--- src/rtl/core/assert_macros.svh ---
// ----------------------------------------------------------------------------
// assert_macros.svh
// Assertion helper macros for the RTL.
// ----------------------------------------------------------------------------
`ifndef ASSERT_MACROS_SVH
`define ASSERT_MACROS_SVH
`ifndef SYNTHESIS
`define ASSERT_CLK(label, clk, rst_n, prop) \
	label: assert property (@(posedge clk) disable iff (!rst_n) (prop)) \
		else $error("assertion failed: label");
`define ASSERT_RST(label, clk, rst_n, prop) \
	label: assert property (@(posedge clk) (!rst_n) |-> (prop)) \
		else $error("reset check failed: label");
`else
`define ASSERT_CLK(label, clk, rst_n, prop)
`define ASSERT_RST(label, clk, rst_n, prop)
`endif
`endif

--- src/rtl/core/s2h_pkg.sv ---
// ----------------------------------------------------------------------------
// s2h_pkg
// Shared constants for the single to half conversion.
// ----------------------------------------------------------------------------
`default_nettype none
package s2h_pkg;
	localparam int SINGLE_W = 32;
	localparam int HALF_W   = 16;
	localparam logic [7:0] EXP_SPECIAL  = 8'hFF;
	localparam logic [7:0] EXP_OVF_MAX  = 8'h8E;
	localparam logic [7:0] EXP_NORM_MIN = 8'h71;
	localparam logic [7:0] EXP_REBIAS   = 8'h70;
	localparam logic [4:0] HEXP_INF     = 5'h1F;
	localparam logic [9:0] QNAN_MAN     = 10'h200;
	localparam logic [4:0] SUB_SH_MAX   = 5'd24;
endpackage
`default_nettype wire

--- src/rtl/core/s2h_conv.sv ---
// ----------------------------------------------------------------------------
// s2h_conv
// Combinational binary32 to binary16 conversion.
// ----------------------------------------------------------------------------
`default_nettype none
module s2h_conv (
	input  wire logic [s2h_pkg::SINGLE_W-1:0] single_bits,
	input  wire logic                         sub_en,
	output logic      [s2h_pkg::HALF_W-1:0]   half_bits
);
	logic        sgn;
	logic [7:0]  ex;
	logic [22:0] man;
	logic [14:0] h;
	logic [14:0] nrm;
	logic [7:0]  sh;
	logic [23:0] sig;
	logic [23:0] shifted;

	assign sgn = single_bits[31];
	assign ex  = single_bits[30:23];
	assign man = single_bits[22:0];
	assign sig = {1'b1, man};
	assign sh  = 8'd126 - ex;
	assign shifted = sig >> sh[4:0];
	assign nrm = {ex[4:0] - s2h_pkg::EXP_REBIAS[4:0], man[22:13]};

	always_comb begin
		if (ex == s2h_pkg::EXP_SPECIAL) begin
			if (man == '0)
				h = {s2h_pkg::HEXP_INF, 10'd0};
			else if (man[22:13] == '0)
				h = {s2h_pkg::HEXP_INF, s2h_pkg::QNAN_MAN};
			else
				h = {s2h_pkg::HEXP_INF, man[22:13]};
		end else if (ex > s2h_pkg::EXP_OVF_MAX) begin
			h = {s2h_pkg::HEXP_INF, 10'd0};
		end else if (ex < s2h_pkg::EXP_NORM_MIN) begin
			if (sub_en && sh < {3'd0, s2h_pkg::SUB_SH_MAX})
				h = {5'd0, shifted[9:0]};
			else
				h = '0;
		end else begin
			if (man[12] && ((man[11:0] != '0) || man[13]))
				h = nrm + 15'd1;
			else
				h = nrm;
		end
	end

	assign half_bits = {sgn, h};
endmodule
`default_nettype wire

--- src/rtl/core/single_to_half_convert.sv ---
// ----------------------------------------------------------------------------
// single_to_half_convert
// Streams binary32 words in and binary16 words out, one word per cycle while the output is not stalled.
// ----------------------------------------------------------------------------
// channel | dir | payload
// s_axis  | in  | tdata[31:0] single_bits
// m_axis  | out | tdata[15:0] half_bits
// cfg     | in  | cfg_wdata[0] subnormals_enabled
// One word per cycle unless the output stalls; an input register, then a result register.
// Conversion logic sits between the two registers.
// Reset clears the valid flags and sets subnormals_enabled to 1.
// A stalled output stalls the input stage only when both stages are full.
`default_nettype none
`include "assert_macros.svh"
module single_to_half_convert (
	input  wire logic        clk,
	input  wire logic        arst_n,
	input  wire logic        cfg_we,
	input  wire logic        cfg_wdata,
	input  wire logic        s_axis_tvalid,
	output logic             s_axis_tready,
	input  wire logic [31:0] s_axis_tdata,   // [31:0] single_bits
	output logic             m_axis_tvalid,
	input  wire logic        m_axis_tready,
	output logic      [15:0] m_axis_tdata    // [15:0] half_bits
);
	logic        sub_en_q;
	logic        vld_s1;
	logic [31:0] dat_s1;
	logic        vld_s2;
	logic [15:0] dat_s2;
	logic [15:0] conv;
	logic        adv_s2;

	assign adv_s2        = !vld_s2 || m_axis_tready;
	assign s_axis_tready = !vld_s1 || adv_s2;

	always_ff @(posedge clk or negedge arst_n) begin
		if (!arst_n) begin
			sub_en_q <= 1'b1;
			vld_s1   <= 1'b0;
			vld_s2   <= 1'b0;
		end else begin
			if (cfg_we)
				sub_en_q <= cfg_wdata;
			if (s_axis_tready)
				vld_s1 <= s_axis_tvalid;
			if (adv_s2)
				vld_s2 <= vld_s1;
		end
	end

	always_ff @(posedge clk) begin
		if (s_axis_tready && s_axis_tvalid)
			dat_s1 <= s_axis_tdata;
		if (adv_s2 && vld_s1)
			dat_s2 <= conv;
	end

	s2h_conv u_conv (
		.single_bits(dat_s1),
		.sub_en     (sub_en_q),
		.half_bits  (conv)
	);

	assign m_axis_tvalid = vld_s2;
	assign m_axis_tdata  = dat_s2;

	`ASSERT_CLK(a_hold_out, clk, arst_n, (m_axis_tvalid && !m_axis_tready) |=> (m_axis_tvalid && $stable(m_axis_tdata)))
	`ASSERT_CLK(a_full_stall, clk, arst_n, (vld_s1 && vld_s2 && !m_axis_tready) |-> !s_axis_tready)
	`ASSERT_RST(a_rst_empty, clk, arst_n, !vld_s1 && !vld_s2)
endmodule
`default_nettype wire
--- config.mk ---
export PLATFORM = sky130hd
export DESIGN_NAME = single_to_half_convert
export DESIGN_NICKNAME = d
export VERILOG_FILES = /design/src/rtl/core/s2h_pkg.sv /design/src/rtl/core/s2h_conv.sv /design/src/rtl/core/single_to_half_convert.sv
export VERILOG_INCLUDE_DIRS = /design/src /design/src/rtl/core
export SDC_FILE = /design/constraint.sdc
export NUM_CORES = 1
export LEC_CHECK = 0
export BUFFER_PORTS_ARGS = -buffer_cell sky130_fd_sc_hd__buf_2
export CAP_MARGIN = 20
export CORE_ASPECT_RATIO = 0.8
export CORE_UTILIZATION = 33
export CTS_BUF_LIST = sky130_fd_sc_hd__clkbuf_16
export DETAILED_ROUTE_END_ITERATION = 8
export PLACE_DENSITY = 0.62
export SETUP_SLACK_MARGIN = 0.05
export SYNTH_ARGS = -nofsm -noshare
export SYNTH_HDL_FRONTEND = slang
export SYNTH_SLANG_ARGS = --single-unit
--- constraint.sdc ---
create_clock -name clk -period 3.4 [get_ports clk]
set_clock_uncertainty 0.1 [all_clocks]
set_input_delay 0.68 -clock clk [delete_from_list [all_inputs] [get_ports clk]]
set_output_delay 0.68 -clock clk [all_outputs]
set_load 0.02 [all_outputs]
==> results.md, run 1 <==
* PnR worst setup slack at 0.3429 ns
* # hold bufs at CTS at 0
* Prevailing post-synth register cell: edfxtp_1
* Drt drc at 0
* Largest cells by area after synthesis: edfxtp_1 (41%), mux4_2 (7.0%), mux2_2 (5.7%), mux2i_1 (5.1%), nand2_1 (2.9%)
* Final period util at 0.8992
* Sw Share at 0.2807
* Avg Inst Size Synth at 11.18 sq um
* Antenna diodes at 0
* Commonest non-fill, non-tap cells in the layout: buf_2 (55), edfxtp_1 (48), nand2_1 (27)
* Clk pwr share at 0.317
* Starting Density at 0.3430
* Number of max-cap violations at 0
* Slew headroom at 0.5245
* Switch Pwr at 0.5000 mW
* GRT Resource Usage Total at 0.1619
* Inserted Clock Buffers at 5
* Die Span Y at 94.83 microns
* Largest net degree at the start of global routing at 33
* Global-route wire length before repair at 14.00 mm
* Total negative slack at 0 ns
* Worst vdd ir at 288.8 uV
* Vias post-DR at 2818
* Syn nets at 361
* Hold crit path type: input pin to async pin
* Yosys reg bits at 51
* Crit path capture type: register
* Clock H-tree levels at 2
* FP Rows at 33
* Die area at 11190 sq um
* Tmin final at 3.057 ns
* Cell Chain, Critical Path: inv_1 > ha_2 > mux2_2 > mux2_2 > mux4_2 > a21oi_1 > o221ai_1
* Clock Latency Late Sink at 0.29 ns
* Worst path required time at 3.32 ns
* FF/Latch Area at 1518 sq um
* DRC violation total after the first TritonRoute iteration at 255
* Gp weighted congestion at 0.9555
* IO buf count at 55
* Nets at 413
* RSZ-0062 raised after global routing: no
* Hpwl dp at 6.717 mm
* Vias in the first global route at 2620
* Commonest non-fill, non-tap cell in the layout: buf_2
* Root Driver: clkbuf_16
* Crit-path max FO at 14
* CP most frequent cell: mux2_2
* Layout cells sized above 1 at 0.3100
* Final Hold Viols at 0
* Post-synth EDFFs at 48
* Grt total ovfl at 0
* CTS tree: built
* Outcome: finished, final reports clean
* Tot Pwr at 1.781 mW
* Power Density at 430.8 nW/um^2
* CP Launch Type: register
* Multi-input gate area at 1873 sq um
* Synthesis Warnings at 0
* Worst-path cell with the longest stage delay: ha_2
* Vias/cell at 5.515
* Worst-Margin Slew at 0.7133 ns
* Filler cells at 984
* Critical Path AT at 2.97 ns
* Register area share after synthesis at 0.4270
* Core area at 10360 sq um
* Initial antenna violation count at 0
* Highest Clock Rate at 327.1 MHz
* Crit path kind: register to register
* Top-area cell type share of the netlist area at 0.4055
* Wire per inst at 17.16 microns
* Worst slack, placed at 0.2743 ns
* Worst-path clk slew at 0.07 ns
* Flop pwr share at 0.448
* Post-route antenna net violation count at 0
* Clk buf depth at 2
* Drt pass-1 iters at 5
* Total clock sinks at 51
* Setup bufs post-CTS at 0
* Setup violations, final at 0
* Async set or reset register ratio after synthesis at 0.05882
* Distinct cells, synth at 64
* I/O pins at 56
* Area Overhead vs Synth at 16.33%
* WL final at 8.771 mm
* Synth area leader: edfxtp_1
* Mapped cell area at 3555 sq um
* Leak pwr at 1.578 nW
* Power Internal at 1.281 mW
* Slew Limit Fails at 0
* Combinational fraction of design power at 0.234
* Die X at 118.0 microns
* CP max stage delay at 0.54 ns
* Syn Inst Count at 318
==> power by group through the flow <==
| stage | registers [mW] | logic [mW] | clock network (mW) |
|---|---|---|---|
| finish | 0.799 | 0.417 | 0.565 |
| global route | 0.806 | 0.454 | 0.596 |
| CTS | 0.797 | 0.415 | 0.576 |
| detailed placement | 0.811 | 0.413 | 0 |
| global placement | 0.811 | 0.410 | 0 |
| floorplan | 0.805 | 0.299 | 0 |
==> final cells by class <==
class,count,share of cell area
well taps,140,0.04236
clock inverters,3,0.009077
flip-flops and latches,51,0.3670
repair buffers,68,0.09017
inverters,9,0.008169
clock buffers,5,0.03026
multi-input cells,235,0.4530
==> Yosys cell counts, drive strengths merged (2+ instances only) <==
cell type	n
a21o	2
a21oi	11
a31o	3
a31oi	3
a32o	3
a41oi	2
and2	4
and3	5
buf	17
clkbuf	6
dfrtp	2
edfxtp	48
ha	5
inv	9
mux2	18
mux2i	18
mux4	12
nand2	27
nand2b	6
nand3	12
nand3b	3
nand4	6
nor2	15
nor2b	5
nor3	4
nor3b	2
nor4	2
o2111ai	2
o211a	2
o211ai	3
o21a	2
o21ai	19
o221ai	5
o22ai	2
o311a	2
o41ai	2
or2	2
or4	2
xnor2	9
xor2	3
==> state kept, by name (all words and copies together) (netlist names) <==
name / cells
vld_s1: 1
m_axis_tdata: 16
sub_en_q: 1
m_axis_tvalid: 1
dat_s1: 32
==> metal layers <==
layer	share of wire	routed length, microns	GRT usage	vias up
li1	-	-	-	1337
met1	0.50	4354	0.2473	1333
met2	0.40	3526	0.2191	137
met3	0.088	773	0.03865	11
met4	0.013	115	0.05235	0
met5	0	0	0	-
==> cells by family (layout without fill, tap and decap cells) <==
group,count (synthesis),after routing,share of synthesized area
simple gates,98,98,0.1422
compound gates,72,72,0.1500
flops,51,51,0.4270
mux,48,48,0.1848
buf+inv,32,85,0.04681
xor+xnor,12,12,0.03168
fa+ha+maj,5,5,0.01760
==> worst paths after layout <==
kind                       cells after the start        from               end  slack (ns)
setup / recovery                               7  dat_s1[24]   m_axis_tdata[1]        0.34
hold / removal                                 1      arst_n     m_axis_tvalid        0.08
setup reg to reg                               7  dat_s1[24]   m_axis_tdata[1]        0.34
hold reg to reg                                0  dat_s1[31]  m_axis_tdata[15]        0.32
max in group asynchronous                      1      arst_n          sub_en_q        2.93
min in group clk                               0  dat_s1[31]  m_axis_tdata[15]        0.32
==> worst max-delay path: cells and delay by family (launching register included) <==
| kind | cells | cell delay [ns] |
|---|---|---|
| multiplexers | 3 | 1.16 |
| adder cells (fa/ha/maj) | 1 | 0.54 |
| flip-flops | 1 | 0.49 |
| AO/OA/AOI/OAI | 2 | 0.38 |
| buffers and inverters | 1 | 0.11 |
==> per-stage QoR <==
step	hold WS, ns	util	instance area [sq um]	std cells
3_3_place_gp	0.3037	0.3831	3970	503
2_1_floorplan	0.2844	-	3555	318
5_1_grt	0.07072	0.3990	4135	511
4_1_cts	0.07207	0.3988	4133	511
3_5_place_dp	0.3054	0.3831	3970	503
6_report	0.07553	0.3990	4135	511
==> repair_timing <==
| item | in CTS | in global routing |
|---|---|---|
| setup endpoints to repair | 0 | 1 |
| endpoints found under the hold margin | 0 | 0 |
| gates resized for setup | 0 | 1 |
Power figures use the tool's default switching activity.
==> inputs of run 2 (changes only) <==
- BUFFER_PORTS_ARGS: -buffer_cell sky130_fd_sc_hd__buf_2 -> not set
- DONT_BUFFER_PORTS: not set -> 1
- PLACE_DENSITY: 0.62 -> 0.58
==> run 2 against run 1 <==
Net effect: global-route usage about the same; combinational power down 13%; sequential share of layout area up 2.4 points; first-iteration DRC count down 19%; setup slack worse by 0.044 ns; count of clock-buffer cells in the layout unchanged; routed wire length up 0.25%; maximum frequency down 1.4%.
==> results.md, run 2 (synthesized netlist as in run 1, its figures left out) <==
* WL final at 8.793 mm
* Worst r2r path cells at 9
* Worst-path clk slew at 0.07 ns
* IO buf count at 0
* Clock H-tree levels at 2
* Drt drc at 0
* PnR worst setup slack at 0.2986 ns
* Total negative slack at 0 ns
* Highest Clock Rate at 322.4 MHz
* Starting Density at 0.3430
* Antenna diodes at 0
* Setup bufs post-CTS at 0
* Commonest non-fill, non-tap cell in the layout: edfxtp_1
* Die area at 11190 sq um
* FP Rows at 33
* CP Launch Type: register
* Worst-Margin Slew at 0.7243 ns
* Largest net degree at the start of global routing at 33
* I/O pins at 56
* R2r startpoint: dat_s1[24]
* Multi-input gate area at 1871 sq um
* Total clock sinks at 51
* Power Density at 452.9 nW/um^2
* Flop pwr share at 0.468
* Switch Pwr at 0.4994 mW
* Nets at 361
* Hpwl dp at 6.719 mm
* Layout cells sized above 1 at 0.1944
* Filler cells at 1007
* Worst vdd ir at 240.5 uV
* Sw Share at 0.2839
* Inserted Clock Buffers at 5
* Worst slack, placed at 0.3165 ns
* Tmin final at 3.101 ns
* # hold bufs at CTS at 1
* Flip-flop count of the largest register after layout at 32
* Gp weighted congestion at 0.8717
* Crit path capture type: register
* Final Hold Viols at 0
* DRC violation total after the first TritonRoute iteration at 206
* Grt total ovfl at 0
* RSZ-0062 raised after global routing: no
* GRT Resource Usage Total at 0.1620
* FF/Latch Area at 1518 sq um
* Combinational fraction of design power at 0.207
* Die Span Y at 94.83 microns
* Post_cts resized at 0
* Hold crit path type: input pin to async pin
* Global-route wire length before repair at 13.55 mm
* Crit path kind: register to register
* Vias in the first global route at 2393
* Setup violations, final at 0
* Power Internal at 1.260 mW
* Worst path required time at 3.33 ns
* Top reg by flops: dat_s1
* Vias post-DR at 2683
* Initial antenna violation count at 0
* CTS tree: built
* Commonest non-fill, non-tap cells in the layout: edfxtp_1 (48), nand2_1 (27), o21ai_0 (18), mux2i_1 (18), mux2_2 (18)
* Crit-path max FO at 13
* Slew headroom at 0.5171
* Core area at 10360 sq um
* Setup slack, reg-to-reg at 0.30 ns
* Die X at 118.0 microns
* Clk pwr share at 0.326
* Post-Layout Cell Count at 459
* Fin Hold WS at 0.1118 ns
* Root Driver: clkbuf_16
* Area Overhead vs Synth at 9.257%
* Post-route antenna net violation count at 0
* Slew Limit Fails at 0
* Vias/cell at 5.845
* Clock Latency Late Sink at 0.30 ns
* Clk buf depth at 2
* Outcome: finished, final reports clean
* Number of max-cap violations at 0
* Critical Path AT at 3.04 ns
* Placed Cells at 450
* Leak pwr at 1.372 nW
* R2r endpoint: m_axis_tdata[6]
* Drt pass-1 iters at 5
* Final period util at 0.9122
* Wire per inst at 19.16 microns
==> run 2: how the worst max path moves through the flow <==
| stage | cells past startpoint | endpoint | slack (ns) | from |
|---|---|---|---|---|
| 2_1_floorplan | 10 | m_axis_tdata[1] | 0.53 | dat_s1[23] |
| 3_3_place_gp | 7 | m_axis_tdata[1] | 0.37 | dat_s1[24] |
| 3_5_place_dp | 7 | m_axis_tdata[1] | 0.32 | dat_s1[24] |
| 4_1_cts | 7 | m_axis_tdata[1] | 0.30 | dat_s1[24] |
| 5_1_grt | 9 | m_axis_tdata[6] | 0.13 | dat_s1[24] |
| 6_report | 9 | m_axis_tdata[6] | 0.30 | dat_s1[24] |
==> run 2: critical path, stage by stage, from the launching register on <==
cell and delay (ns):
edfxtp_1 0.49, inv_1 0.12, ha_1 0.59, buf_4 0.25, mux2_2 0.34, mux2i_1 0.24
o311a_1 0.19, o221ai_1 0.20, o2111ai_1 0.18, o211ai_1 0.13
==> run 2: power groups by stage <==
stage	sequential (mW)	combinational [mW]	clock [mW]
4_1_cts	0.822	0.362	0.590
6_report	0.823	0.363	0.573
3_5_place_dp	0.836	0.358	0
3_3_place_gp	0.834	0.354	0
2_1_floorplan	0.805	0.299	0
5_1_grt	0.829	0.395	0.612
==> run 2: cell type report <==
type                    count  area share
inverters                   9    0.008698
clock buffers               5     0.03222
clock inverters             3    0.009987
repair buffers             16     0.03157
well taps                 140     0.04510
flip-flops and latches     51      0.3908
multi-input cells         235      0.4816
==> run 2: routing by layer <==
metal | vias to the layer above | part of all wire | GRT usage
li1 | 1227 | - | -
met1 | 1322 | 0.51 | 0.2477
met2 | 126 | 0.40 | 0.2206
met3 | 8 | 0.071 | 0.03865
met4 | 0 | 0.011 | 0.04808
met5 | - | 0 | 0
==> run 2: metrics by stage <==
stage / area [sq um] / utilization / power, mW
after floorplan: 3555 / - / 1.104
final: 3884 / 0.3747 / 1.759
after detailed placement: 3710 / 0.3580 / 1.194
after global routing: 3884 / 0.3747 / 1.836
after CTS: 3884 / 0.3747 / 1.773
after global placement: 3710 / 0.3580 / 1.187
==> inputs of run 3 (changes only) <==
- CORE_ASPECT_RATIO: 0.8 -> not set
==> run 3 against run 2 <==
Net effect: maximum frequency increased by 4.9%; via count decreased by 3.3%; count of clock-buffer cells in the layout unchanged; sequential power about the same; critical path depth decreased by 3; power decreased by 0.22%; setup slack improved by 0.15 ns; flip-flop and latch count unchanged; final area increased by 0.19%; global-route usage decreased by 0.26 points.
==> results.md, run 3 (synthesized netlist as in run 1, its figures left out) <==
* Clk buf depth at 2
* Global routing usage on met1 at 0.2211
* Power Density at 451.0 nW/um^2
* Number of max-cap violations at 0
* Outcome: finished, final reports clean
* FP Rows at 37
* Grt peak-use layer: met2
* GRT met3 Usage at 0.02845
* Wire per inst at 18.89 microns
* Critical Path AT at 2.88 ns
* RSZ-0062 raised after global routing: no
* Drt drc at 0
* Die area at 11190 sq um
* Commonest non-fill, non-tap cells in the layout: edfxtp_1 (48), nand2_1 (27), o21ai_0 (18), mux2i_1 (18), mux2_2 (18)
* Antenna diodes at 0
* Sw Share at 0.2798
* Crit path capture type: register
* Worst path required time at 3.33 ns
* Crit-path max FO at 14
* GRT Resource Usage Total at 0.1595
* Leak pwr at 1.376 nW
* Core area at 10370 sq um
* Area Overhead vs Synth at 9.468%
* Clock H-tree levels at 2
* Cell Chain, Critical Path: inv_1 > ha_1 > mux4_1 > mux4_2 > a21oi_1 > o221ai_1
* Cell area after layout at 3891 sq um
* Worst-Margin Slew at 0.6938 ns
* Commonest non-fill, non-tap cell in the layout: edfxtp_1
* Area after DPL at 3717 sq um
* Switch Pwr at 0.4911 mW
* Vias/cell at 5.701
* IO buf count at 0
* Clock Latency Late Sink at 0.29 ns
* Worst-path cell with the longest stage delay: ha_1
* Hold crit path type: input pin to async pin
* CP max stage delay at 0.67 ns
* Setup violations, final at 0
* I/O pins at 56
* Vias in the first global route at 2513
* Post-route antenna net violation count at 0
* Nets at 361
* Met2 Usage GRT at 0.2521
* Root Driver: clkbuf_16
* Worst r2r path cells at 6
* Global-route wire length before repair at 13.69 mm
* CTS tree: built
* Layout cells sized above 1 at 0.1944
* Worst vdd ir at 219.1 uV
* Post_cts resized at 0
* Tmin final at 2.955 ns
* DRC violation total after the first TritonRoute iteration at 204
* Top reg by flops: dat_s1
* Crit path kind: register to register
* CP Launch Type: register
* Clk pwr share at 0.323
* Die Span Y at 105.8 microns
* Starting Density at 0.3428
* Combinational fraction of design power at 0.208
* Grt total ovfl at 0
* Final period util at 0.8692
* Slew Limit Fails at 0
* Slew headroom at 0.5375
* Total clock sinks at 51
* WL final at 8.597 mm
* Gp weighted congestion at 0.8645
* Power Internal at 1.264 mW
* Vias post-DR at 2594
* Largest net degree at the start of global routing at 33
* Die X at 105.8 microns
* Flip-flop count of the largest register after layout at 32
* Drt pass-1 iters at 4
* Initial antenna violation count at 0
* Hpwl dp at 6.461 mm
* Flop pwr share at 0.469
* Highest Clock Rate at 338.4 MHz
* Worst-path clk slew at 0.07 ns
* Final Hold Viols at 0
* Total negative slack at 0 ns
* Inserted Clock Buffers at 5
==> run 3: cell count changes in the layout (fill, tap and decap cells not counted) <==
cell / before / now
buf_4: 15 / 14
buf_12: 0 / 1
==> run 3: power groups by stage <==
stage               logic (mW)  clock network, mW  registers (mW)
global placement         0.356                  0           0.835
finish                   0.364              0.567           0.823
floorplan                0.299                  0           0.805
detailed placement       0.359                  0           0.837
global route             0.397              0.604           0.831
CTS                      0.363              0.586           0.823
==> run 3: stage by stage <==
| step | utilization | worst slack (ns) | hold slack [ns] | cells | total power, mW |
|---|---|---|---|---|---|
| 2_1_floorplan | - | 0.5292 | 0.2844 | 318 | 1.104 |
| 3_3_place_gp | 0.3585 | 0.5126 | 0.2845 | 446 | 1.191 |
| 3_5_place_dp | 0.3585 | 0.4801 | 0.2845 | 446 | 1.196 |
| 4_1_cts | 0.3752 | 0.4654 | 0.1142 | 455 | 1.772 |
| 5_1_grt | 0.3752 | 0.2886 | 0.1092 | 455 | 1.832 |
| 6_report | 0.3752 | 0.4446 | 0.1238 | 455 | 1.755 |
==> run 3: final timing paths <==
path	startpoint	end	slack (ns)
max	dat_s1[24]	m_axis_tdata[1]	0.44
min in group clk	dat_s1[31]	m_axis_tdata[15]	0.33
max reg2reg	dat_s1[24]	m_axis_tdata[1]	0.44
min	arst_n	sub_en_q	0.12
min reg2reg	dat_s1[31]	m_axis_tdata[15]	0.33
max in group asynchronous	arst_n	m_axis_tvalid	2.57
==> run 3: worst max-delay path, delay by kind of cell, from the launching register on <==
kind | cells | cell delay (ns)
mux | 2 | 1.15
fa+ha+maj | 1 | 0.67
flops | 1 | 0.35
compound gates | 2 | 0.33
buf+inv | 1 | 0.08
==> run 3: what timing repair did <==
| item | in CTS | in global routing |
|---|---|---|
| hold endpoints to repair | 2 | 0 |
| hold buffers | 1 | 0 |
| setup buffers | 0 | 0 |
==> run 3: metal layers <==
metal / vias to the layer above / share of wire
met5: - / 0
met4: 0 / 0.015
met3: 11 / 0.044
met2: 81 / 0.46
met1: 1270 / 0.48
li1: 1232 / -
==> run 3: cell type report <==
class / instances / area, sq um
flip-flops and latches: 51 / 1518
multi-input cells: 235 / 1871
repair buffers: 16 / 135.1
clock inverters: 3 / 38.79
fillers: 1038 / 6479
well taps: 136 / 170.2
clock buffers: 5 / 125.1
inverters: 9 / 33.78
